File: src/design/rrtm_pkg.sv
// shared types and constants of the round-robin thread manager
package rrtm_pkg;

  localparam int THREAD_SLOTS_DEF = 16;

  localparam int OP_W     = 2;
  localparam int ADDR_W   = 32;
  localparam int STATUS_W = 2;
  localparam int TID_W    = 4;
  localparam int COUNT_W  = 5;

  typedef enum logic [OP_W-1:0] {
    OP_CREATE = 2'd0,
    OP_YIELD  = 2'd1,
    OP_EXIT   = 2'd2,
    OP_REAP   = 2'd3
  } op_t;

  typedef enum logic [STATUS_W-1:0] {
    STAT_OK      = 2'd0,
    STAT_NO_FREE = 2'd1,
    STAT_NO_RUN  = 2'd2
  } status_t;

endpackage

File: src/design/rrtm_in_if.sv
// command channel of the thread manager
interface rrtm_in_if;
  logic                        valid;
  logic                        ready;
  logic [rrtm_pkg::OP_W-1:0]   op;
  logic [rrtm_pkg::ADDR_W-1:0] entry_addr;

  modport source (output valid, op, entry_addr, input ready);
  modport sink   (input valid, op, entry_addr, output ready);
endinterface

File: src/design/rrtm_out_if.sv
// result channel of the thread manager
interface rrtm_out_if;
  logic                          valid;
  logic                          ready;
  logic [rrtm_pkg::STATUS_W-1:0] status;
  logic [rrtm_pkg::TID_W-1:0]    thread_id;
  logic                          switched;
  logic [rrtm_pkg::ADDR_W-1:0]   resume_addr;
  logic [rrtm_pkg::COUNT_W-1:0]  run_count;
  logic [rrtm_pkg::COUNT_W-1:0]  reaped_count;

  modport source (output valid, status, thread_id, switched, resume_addr, run_count,
                  reaped_count, input ready);
  modport sink   (input valid, status, thread_id, switched, resume_addr, run_count,
                  reaped_count, output ready);
endinterface

File: src/design/round_robin_thread_manager_top.sv
// round-robin thread slot manager: slot table, run queue and result register
//
// usage:
//   in_ch  carries one command beat (op, entry_addr); it is taken when valid and
//          ready are both high. ready is high whenever the sequencer is idle.
//   out_ch returns exactly one result beat per command, in command order.
//   create, exit and reap go from acceptance straight to the result step;
//   yield first does a run queue read, then an entry table read, both through
//   registered memory ports; a yield that finds no runnable thread skips both.
//   one command is worked on at a time; the next command is taken as soon as
//   the previous result sits in the output register, even if it is not taken.
//   if the receiver stalls with a result still held, the finished command waits
//   in its last step and ready stays low until the output register frees up.
//   reset (rst_n low, synchronous) frees every slot, empties the run queue,
//   clears the dead set and drops the current thread. no clearing pass is run:
//   the entry table and queue memory are only read where they were written.
//   dead threads are kept as a bitmap with a count, reap clears it in one step.
module round_robin_thread_manager_top #(
  parameter int THREAD_SLOTS = rrtm_pkg::THREAD_SLOTS_DEF
) (
  input  logic        clk,
  input  logic        rst_n,
  rrtm_in_if.sink     in_ch,
  rrtm_out_if.source  out_ch
);

  localparam int IDW  = (THREAD_SLOTS > 1) ? $clog2(THREAD_SLOTS) : 1;
  localparam int CNTW = $clog2(THREAD_SLOTS + 1);
  localparam int TIDW = rrtm_pkg::TID_W;
  localparam int CW   = rrtm_pkg::COUNT_W;
  localparam int AW   = rrtm_pkg::ADDR_W;
  localparam logic [IDW-1:0] LAST_ID = IDW'(THREAD_SLOTS - 1);

  typedef enum logic [1:0] {
    S_IDLE,
    S_FIFO,
    S_ENTRY,
    S_DONE
  } state_t;

  state_t state_r;

  // slot bookkeeping
  logic [THREAD_SLOTS-1:0] free_r;
  logic [THREAD_SLOTS-1:0] dead_r;
  logic [CNTW-1:0]         dead_cnt_r;

  // run queue pointers
  logic [IDW-1:0]  head_r;
  logic [IDW-1:0]  tail_r;
  logic [CNTW-1:0] count_r;
  logic            fwd_r;

  // current thread
  logic           cur_valid_r;
  logic [IDW-1:0] cur_r;
  logic [AW-1:0]  cur_entry_r;

  // pending result
  rrtm_pkg::op_t             res_op_r;
  rrtm_pkg::status_t         res_status_r;
  logic [IDW-1:0]            res_tid_r;
  logic                      res_switched_r;
  logic [CNTW-1:0]           res_reaped_r;

  // output register
  logic                          out_valid_r;
  logic [rrtm_pkg::STATUS_W-1:0] out_status_r;
  logic [TIDW-1:0]               out_tid_r;
  logic                          out_switched_r;
  logic [AW-1:0]                 out_resume_r;
  logic [CW-1:0]                 out_run_r;
  logic [CW-1:0]                 out_reaped_r;

  // memories
  logic [IDW-1:0] fifo_mem [THREAD_SLOTS];
  logic [AW-1:0]  entry_mem [THREAD_SLOTS];
  logic [IDW-1:0] fifo_rdata_r;
  logic [AW-1:0]  entry_rdata_r;

  logic           in_fire;
  logic           out_fire;
  logic           out_load;
  rrtm_pkg::op_t  in_op;
  logic           found;
  logic [IDW-1:0] free_idx;
  logic           cur_alive;
  logic           fifo_we;
  logic [IDW-1:0] fifo_wdata;
  logic           entry_we;
  logic [IDW-1:0] pop_id;
  logic [IDW-1:0] head_inc;
  logic [IDW-1:0] tail_inc;
  logic [IDW-1:0] done_tid;
  logic [AW-1:0]  done_resume;

  assign in_ch.ready = (state_r == S_IDLE);
  assign in_fire     = in_ch.valid && (state_r == S_IDLE);
  assign out_fire    = out_valid_r && out_ch.ready;
  assign out_load    = (state_r == S_DONE) && (!out_valid_r || out_ch.ready);
  assign in_op       = rrtm_pkg::op_t'(in_ch.op);

  assign head_inc = (head_r == LAST_ID) ? '0 : head_r + 1'b1;
  assign tail_inc = (tail_r == LAST_ID) ? '0 : tail_r + 1'b1;

  // a live current thread is one that has not exited
  assign cur_alive = cur_valid_r && !dead_r[cur_r];

  // popped id: forwarded from the requeued current thread when the queue was empty
  assign pop_id = fwd_r ? cur_r : fifo_rdata_r;

  // lowest free slot
  always_comb begin
    found    = 1'b0;
    free_idx = '0;
    for (int i = THREAD_SLOTS - 1; i >= 0; i--) begin
      if (free_r[i]) begin
        found    = 1'b1;
        free_idx = IDW'(i);
      end
    end
  end

  // memory write controls, used only on an accepted command
  always_comb begin
    fifo_we    = 1'b0;
    fifo_wdata = cur_r;
    entry_we   = 1'b0;
    if (in_fire) begin
      case (in_op)
        rrtm_pkg::OP_CREATE: begin
          fifo_we    = found;
          fifo_wdata = free_idx;
          entry_we   = found;
        end
        rrtm_pkg::OP_YIELD: begin
          fifo_we = cur_alive;
        end
        default: begin
          fifo_we = 1'b0;
        end
      endcase
    end
  end

  // run queue memory, read at the head every cycle
  always_ff @(posedge clk) begin
    if (fifo_we) begin
      fifo_mem[tail_r] <= fifo_wdata;
    end
    fifo_rdata_r <= fifo_mem[head_r];
  end

  // entry address table, read at the popped id
  always_ff @(posedge clk) begin
    if (entry_we) begin
      entry_mem[free_idx] <= in_ch.entry_addr;
    end
    entry_rdata_r <= entry_mem[pop_id];
  end

  // result fields that follow the state after the step
  always_comb begin
    done_tid    = '0;
    done_resume = '0;
    if (cur_valid_r) begin
      done_tid    = cur_r;
      done_resume = cur_entry_r;
    end
    if (res_op_r == rrtm_pkg::OP_CREATE) begin
      done_tid = res_tid_r;
    end
  end

  // sequencer, slot state and output register
  always_ff @(posedge clk) begin
    if (!rst_n) begin
      state_r     <= S_IDLE;
      free_r      <= '1;
      dead_r      <= '0;
      dead_cnt_r  <= '0;
      head_r      <= '0;
      tail_r      <= '0;
      count_r     <= '0;
      fwd_r       <= 1'b0;
      cur_valid_r <= 1'b0;
      out_valid_r <= 1'b0;
    end else begin
      // a beat leaving with no new one behind it empties the output register
      if (out_fire && !out_load) begin
        out_valid_r <= 1'b0;
      end
      case (state_r)
        S_IDLE: begin
          if (in_fire) begin
            res_op_r       <= in_op;
            res_switched_r <= 1'b0;
            case (in_op)
              rrtm_pkg::OP_CREATE: begin
                res_reaped_r <= '0;
                state_r      <= S_DONE;
                if (found) begin
                  free_r[free_idx] <= 1'b0;
                  tail_r           <= tail_inc;
                  count_r          <= count_r + 1'b1;
                  res_tid_r        <= free_idx;
                  res_status_r     <= rrtm_pkg::STAT_OK;
                end else begin
                  res_tid_r    <= '0;
                  res_status_r <= rrtm_pkg::STAT_NO_FREE;
                end
              end
              rrtm_pkg::OP_YIELD: begin
                res_tid_r    <= '0;
                res_reaped_r <= '0;
                if (cur_alive) begin
                  tail_r <= tail_inc;
                end
                if (count_r == '0 && !cur_alive) begin
                  res_status_r <= rrtm_pkg::STAT_NO_RUN;
                  state_r      <= S_DONE;
                end else begin
                  // requeue and pop in the same step: net count change is push - 1
                  res_status_r <= rrtm_pkg::STAT_OK;
                  fwd_r        <= (count_r == '0);
                  head_r       <= head_inc;
                  count_r      <= cur_alive ? count_r : count_r - 1'b1;
                  state_r      <= S_FIFO;
                end
              end
              rrtm_pkg::OP_EXIT: begin
                res_tid_r    <= '0;
                res_reaped_r <= '0;
                state_r      <= S_DONE;
                if (cur_alive) begin
                  dead_r[cur_r] <= 1'b1;
                  dead_cnt_r    <= dead_cnt_r + 1'b1;
                  res_status_r  <= rrtm_pkg::STAT_OK;
                end else begin
                  res_status_r <= rrtm_pkg::STAT_NO_RUN;
                end
              end
              default: begin
                // reap: every dead slot goes back to the free set
                res_tid_r    <= '0;
                res_status_r <= rrtm_pkg::STAT_OK;
                state_r      <= S_DONE;
                free_r       <= free_r | dead_r;
                dead_r       <= '0;
                dead_cnt_r   <= '0;
                res_reaped_r <= dead_cnt_r;
                if (cur_valid_r && dead_r[cur_r]) begin
                  cur_valid_r <= 1'b0;
                end
              end
            endcase
          end
        end
        S_FIFO: begin
          res_switched_r <= !cur_valid_r || (cur_r != pop_id);
          cur_r          <= pop_id;
          cur_valid_r    <= 1'b1;
          state_r        <= S_ENTRY;
        end
        S_ENTRY: begin
          cur_entry_r <= entry_rdata_r;
          state_r     <= S_DONE;
        end
        S_DONE: begin
          if (out_load) begin
            out_valid_r    <= 1'b1;
            out_status_r   <= res_status_r;
            out_tid_r      <= TIDW'({{TIDW{1'b0}}, done_tid});
            out_switched_r <= res_switched_r;
            out_resume_r   <= done_resume;
            out_run_r      <= CW'({{CW{1'b0}}, count_r});
            out_reaped_r   <= CW'({{CW{1'b0}}, res_reaped_r});
            state_r        <= S_IDLE;
          end
        end
        default: begin
          state_r <= S_IDLE;
        end
      endcase
    end
  end

  assign out_ch.valid        = out_valid_r;
  assign out_ch.status       = out_status_r;
  assign out_ch.thread_id    = out_tid_r;
  assign out_ch.switched     = out_switched_r;
  assign out_ch.resume_addr  = out_resume_r;
  assign out_ch.run_count    = out_run_r;
  assign out_ch.reaped_count = out_reaped_r;

endmodule
File: src/flat_wrapper.sv
// flat-port wrapper written by rule: the top's interface ports become plain ports
module round_robin_thread_manager_top_flat 
#(
  parameter int THREAD_SLOTS = rrtm_pkg::THREAD_SLOTS_DEF
)
  (clk, rst_n, in_ch_valid, in_ch_op, in_ch_entry_addr, in_ch_ready, out_ch_valid, out_ch_status, out_ch_thread_id, out_ch_switched, out_ch_resume_addr, out_ch_run_count, out_ch_reaped_count, out_ch_ready);
  rrtm_in_if in_ch_i ();
  rrtm_out_if out_ch_i ();
  input  logic clk;
  input  logic rst_n;
  input wire logic [$bits(in_ch_i.valid)-1:0] in_ch_valid;
  input wire logic [$bits(in_ch_i.op)-1:0] in_ch_op;
  input wire logic [$bits(in_ch_i.entry_addr)-1:0] in_ch_entry_addr;
  output wire logic [$bits(in_ch_i.ready)-1:0] in_ch_ready;
  output wire logic [$bits(out_ch_i.valid)-1:0] out_ch_valid;
  output wire logic [$bits(out_ch_i.status)-1:0] out_ch_status;
  output wire logic [$bits(out_ch_i.thread_id)-1:0] out_ch_thread_id;
  output wire logic [$bits(out_ch_i.switched)-1:0] out_ch_switched;
  output wire logic [$bits(out_ch_i.resume_addr)-1:0] out_ch_resume_addr;
  output wire logic [$bits(out_ch_i.run_count)-1:0] out_ch_run_count;
  output wire logic [$bits(out_ch_i.reaped_count)-1:0] out_ch_reaped_count;
  input wire logic [$bits(out_ch_i.ready)-1:0] out_ch_ready;
  assign in_ch_i.valid = in_ch_valid;
  assign in_ch_i.op = in_ch_op;
  assign in_ch_i.entry_addr = in_ch_entry_addr;
  assign in_ch_ready = in_ch_i.ready;
  assign out_ch_valid = out_ch_i.valid;
  assign out_ch_status = out_ch_i.status;
  assign out_ch_thread_id = out_ch_i.thread_id;
  assign out_ch_switched = out_ch_i.switched;
  assign out_ch_resume_addr = out_ch_i.resume_addr;
  assign out_ch_run_count = out_ch_i.run_count;
  assign out_ch_reaped_count = out_ch_i.reaped_count;
  assign out_ch_i.ready = out_ch_ready;
  round_robin_thread_manager_top #(.THREAD_SLOTS(THREAD_SLOTS)) u_core (.clk(clk), .rst_n(rst_n), .in_ch(in_ch_i), .out_ch(out_ch_i));
endmodule
File: config.mk
export PLATFORM = sky130hd
export DESIGN_NAME = round_robin_thread_manager_top_flat
export DESIGN_NICKNAME = d
export VERILOG_FILES = /design/src/design/rrtm_pkg.sv /design/src/design/rrtm_in_if.sv /design/src/design/rrtm_out_if.sv /design/src/design/round_robin_thread_manager_top.sv /design/src/flat_wrapper.sv
export SDC_FILE = /design/constraint.sdc
export NUM_CORES = 1
export LEC_CHECK = 0
export BUFFER_PORTS_ARGS = -buffer_cell sky130_fd_sc_hd__buf_2
export CORE_MARGIN = 3
export CORE_UTILIZATION = 56
export CTS_CLUSTER_DIAMETER = 150
export DETAILED_ROUTE_END_ITERATION = 8
export PLACE_DENSITY = 0.73
export SKIP_LAST_GASP = 1
export SLEW_MARGIN = 10
export SYNTH_ARGS = -nofsm -noshare
export SYNTH_HDL_FRONTEND = slang
export SYNTH_SLANG_ARGS = --single-unit
File: constraint.sdc
create_clock -name clk -period 5.07 [get_ports clk]
set_input_delay 0.507 -clock clk [delete_from_list [all_inputs] [get_ports clk]]
set_output_delay 0.507 -clock clk [all_outputs]
set_load 0.005 [all_outputs]
==> metrics <==
status=complete, no violations; Final Max Slew Viols=0; I/O pin total=89; Hold Vio Cnt, Final=0; mapped cell area=0.0298 mm2; Cell Rows=83; die area=0.0560 mm2; commonest non-fill, non-tap cells in the layout=675 x edfxtp_1, 554 x nand2_1, 270 x nand3_1; Async S/R FF share, synth=0%; vias=18300; pin count of the biggest net entering global routing=106; non-filler cells, final=3042; setup bufs post-CTS=0; Setup crit start kind=register; cts bufs inserted=75; Final setup viols=0; starting density of the core=57.4%; Die W=237 um; Tcrit/Tclk final=73.2%; first-pass GRT wire length=102 mm; Max Cap Violations=0; CTS root buf=clkbuf_16; Hold/Removal Path Class=input pin to register; setup slack after layout=1.36 ns; initial antenna violation count=2; RSZ-0062 raised after global routing=no; Seq cells post-synth=766; Netlist cell types=57; clk buf depth=3; worst-case vdd ir drop=0.269 mV; power per cell area=418 mW/mm2; IO buf count=88; CTS tree=done; H-Tree Depth=3; minimum clock period=3.71 ns; clock sinks=766; Yosys warnings=0; setup_tns=0 ns; placed instance area=0.0310 mm2; post-route cell area=0.0334 mm2; normalized max-slew margin=16.6%; skew final=0.0246 ns; layout cells sized above 1=12.2%; sequential cell area fraction in the yosys report=74.2%; DP Cell Count=2903; GRT Total Usage=23.4%; Vias/cell=6.02; DRC viols=0; Gate Count Post-Synth=2234; Worst Path Max Fanout=19; Iter 0 DRT Violations=1941; static leakage=11.5 nW; critical path arrival=3.95 ns; commonest non-fill, non-tap cell in the layout=edfxtp_1; CP Data Required Time=5.31 ns; clock latency on the worst-skew pair=0.62 ns; Post-synth EDFFs=675; Routed Antenna Nets=0; router iterations before antenna repair=5; routed wire length=66.0 mm; PostCTS Resize Cnt=0; GR Overflow Total=0; Setup WS pre-CTS=1.42 ns; Hold Buf Count CTS=0; Max Clk Rate=0.270 GHz; Crit Path Class=register to register; synth-to-layout area growth=12.0%; hpwl dp=37.1 mm; Post-Syn Nets=2292; ys flop type=edfxtp_1; Vert. Die Dim=237 um; Core ar.=0.0519 mm2; clk slew on worst S/H paths=0.06 ns; vias in the first global route=17800; Avg Inst Size Synth=13.3 um2; GP Congestion=0.869; routed len/inst=21.7 um; Final #Nets=2358; CP Capture Type=register; Slew @ Worst Pin=1.25 ns
==> area by class of cell <==
cell class	instances	area (um2)
multi-input combinational	1298	7180
antenna	1	2.50
tap	680	851
sequential	766	22100
clock inverter	32	274
clock buffer	106	2100
inverter	34	138
timing repair buffer	125	743
fill	3639	18500
==> layer usage <==
layer	part of all wire [%]	wire, um	global-route usage, %	vias to the layer above
met5	0	0	0	-
li1	-	-	-	8332
met3	7.8	5180	3.77	104
met4	2.2	1460	7.75	0
met2	47	31200	36.6	806
met1	43	28200	34.1	9059
==> synth_stat cells, types with 4 or more instances <==
cell type,count,area share [%]
a21oi_1,31,0.52
nand3_1,270,4.5
a41oi_1,4,0.12
and3_1,35,0.73
a311oi_1,65,1.9
a21o_1,4,0.10
xnor2_1,7,0.21
o21a_1,4,0.10
a31oi_1,49,1.0
a211oi_1,12,0.30
nand2b_1,8,0.17
o21ai_0,16,0.27
inv_1,32,0.40
edfxtp_1,675,68
ha_1,19,0.80
nor2b_1,9,0.19
clkbuf_1,118,1.5
mux2i_1,14,0.47
buf_1,13,0.16
nor3b_1,4,0.10
nor2_1,60,0.76
or3_1,5,0.10
and2_1,42,0.88
mux4_2,22,1.7
nor3_1,20,0.34
nand2_1,554,7.0
dfxtp_1,91,6.1
a32oi_1,4,0.12
nor4_1,5,0.10
==> per-stage QoR <==
stage | utilization (%) | hold WS [ns] | total power [mW]
finish | 64.3 | 0.154 | 14.0
global route | 64.3 | 0.139 | 14.4
CTS | 64.3 | 0.116 | 14.0
detailed placement | 59.7 | 0.389 | 8.74
global placement | 59.7 | 0.388 | 8.69
floorplan | - | 0.386 | 8.22
==> cells by family (layout without fill, tap and decap cells) <==
group           Yosys count  in the layout  share of synthesized area [%]
compound gates          210            210                           5.14
xor+xnor                  8              8                          0.235
fa+ha+maj                20             20                          0.865
buf+inv                 170            297                           2.23
flops                   766            766                           74.2
mux                      41             41                           2.32
other cells               0              1                              0
simple gates           1019           1019                           15.1
==> worst max-delay path, cell delays in order (launching register included) <==
cell       delay, ns
edfxtp_1        0.93
mux2_2          0.41
mux4_2          0.49
a2bb2oi_2       0.28
o21bai_1        0.43
nand2_1         0.25
nor3_1          0.54
==> state kept, by name (all words and copies together), names as in the netlist, 16 cells and up <==
name                       count
u_core.entry_mem             512
u_core.entry_rdata_r          32
u_core.free_r                 16
u_core.dead_r                 16
u_core.fifo_mem               64
u_core.cur_entry_r            32
u_core.out_ch.resume_addr     32
==> power breakdown <==
group          leakage, nW  internal (mW)  switching [mW]  total, mW
Clock                 1.16           3.06            2.29       5.35
Sequential            6.84           7.15           0.134       7.29
Combinational         3.51          0.397           0.935       1.33
==> worst paths after layout <==
| path | start | to | slack, ns | cells after the start |
|---|---|---|---|---|
| worst max-delay path | u_core.cur_r[1]$_DFFE_PP_ | u_core.fifo_mem[1][1]$_DFFE_PP_ | 1.36 | 6 |
| worst min-delay path | in_ch_op[1] | u_core.res_op_r[1]$_DFFE_PP_ | 0.15 | 1 |
| worst max register to register | u_core.cur_r[1]$_DFFE_PP_ | u_core.fifo_mem[1][1]$_DFFE_PP_ | 1.36 | 6 |
| worst min register to register | u_core.entry_rdata_r[14]$_DFF_P_ | u_core.cur_entry_r[14]$_DFFE_PP_ | 0.40 | 0 |
No activity file was read; power rests on OpenSTA's default activity.
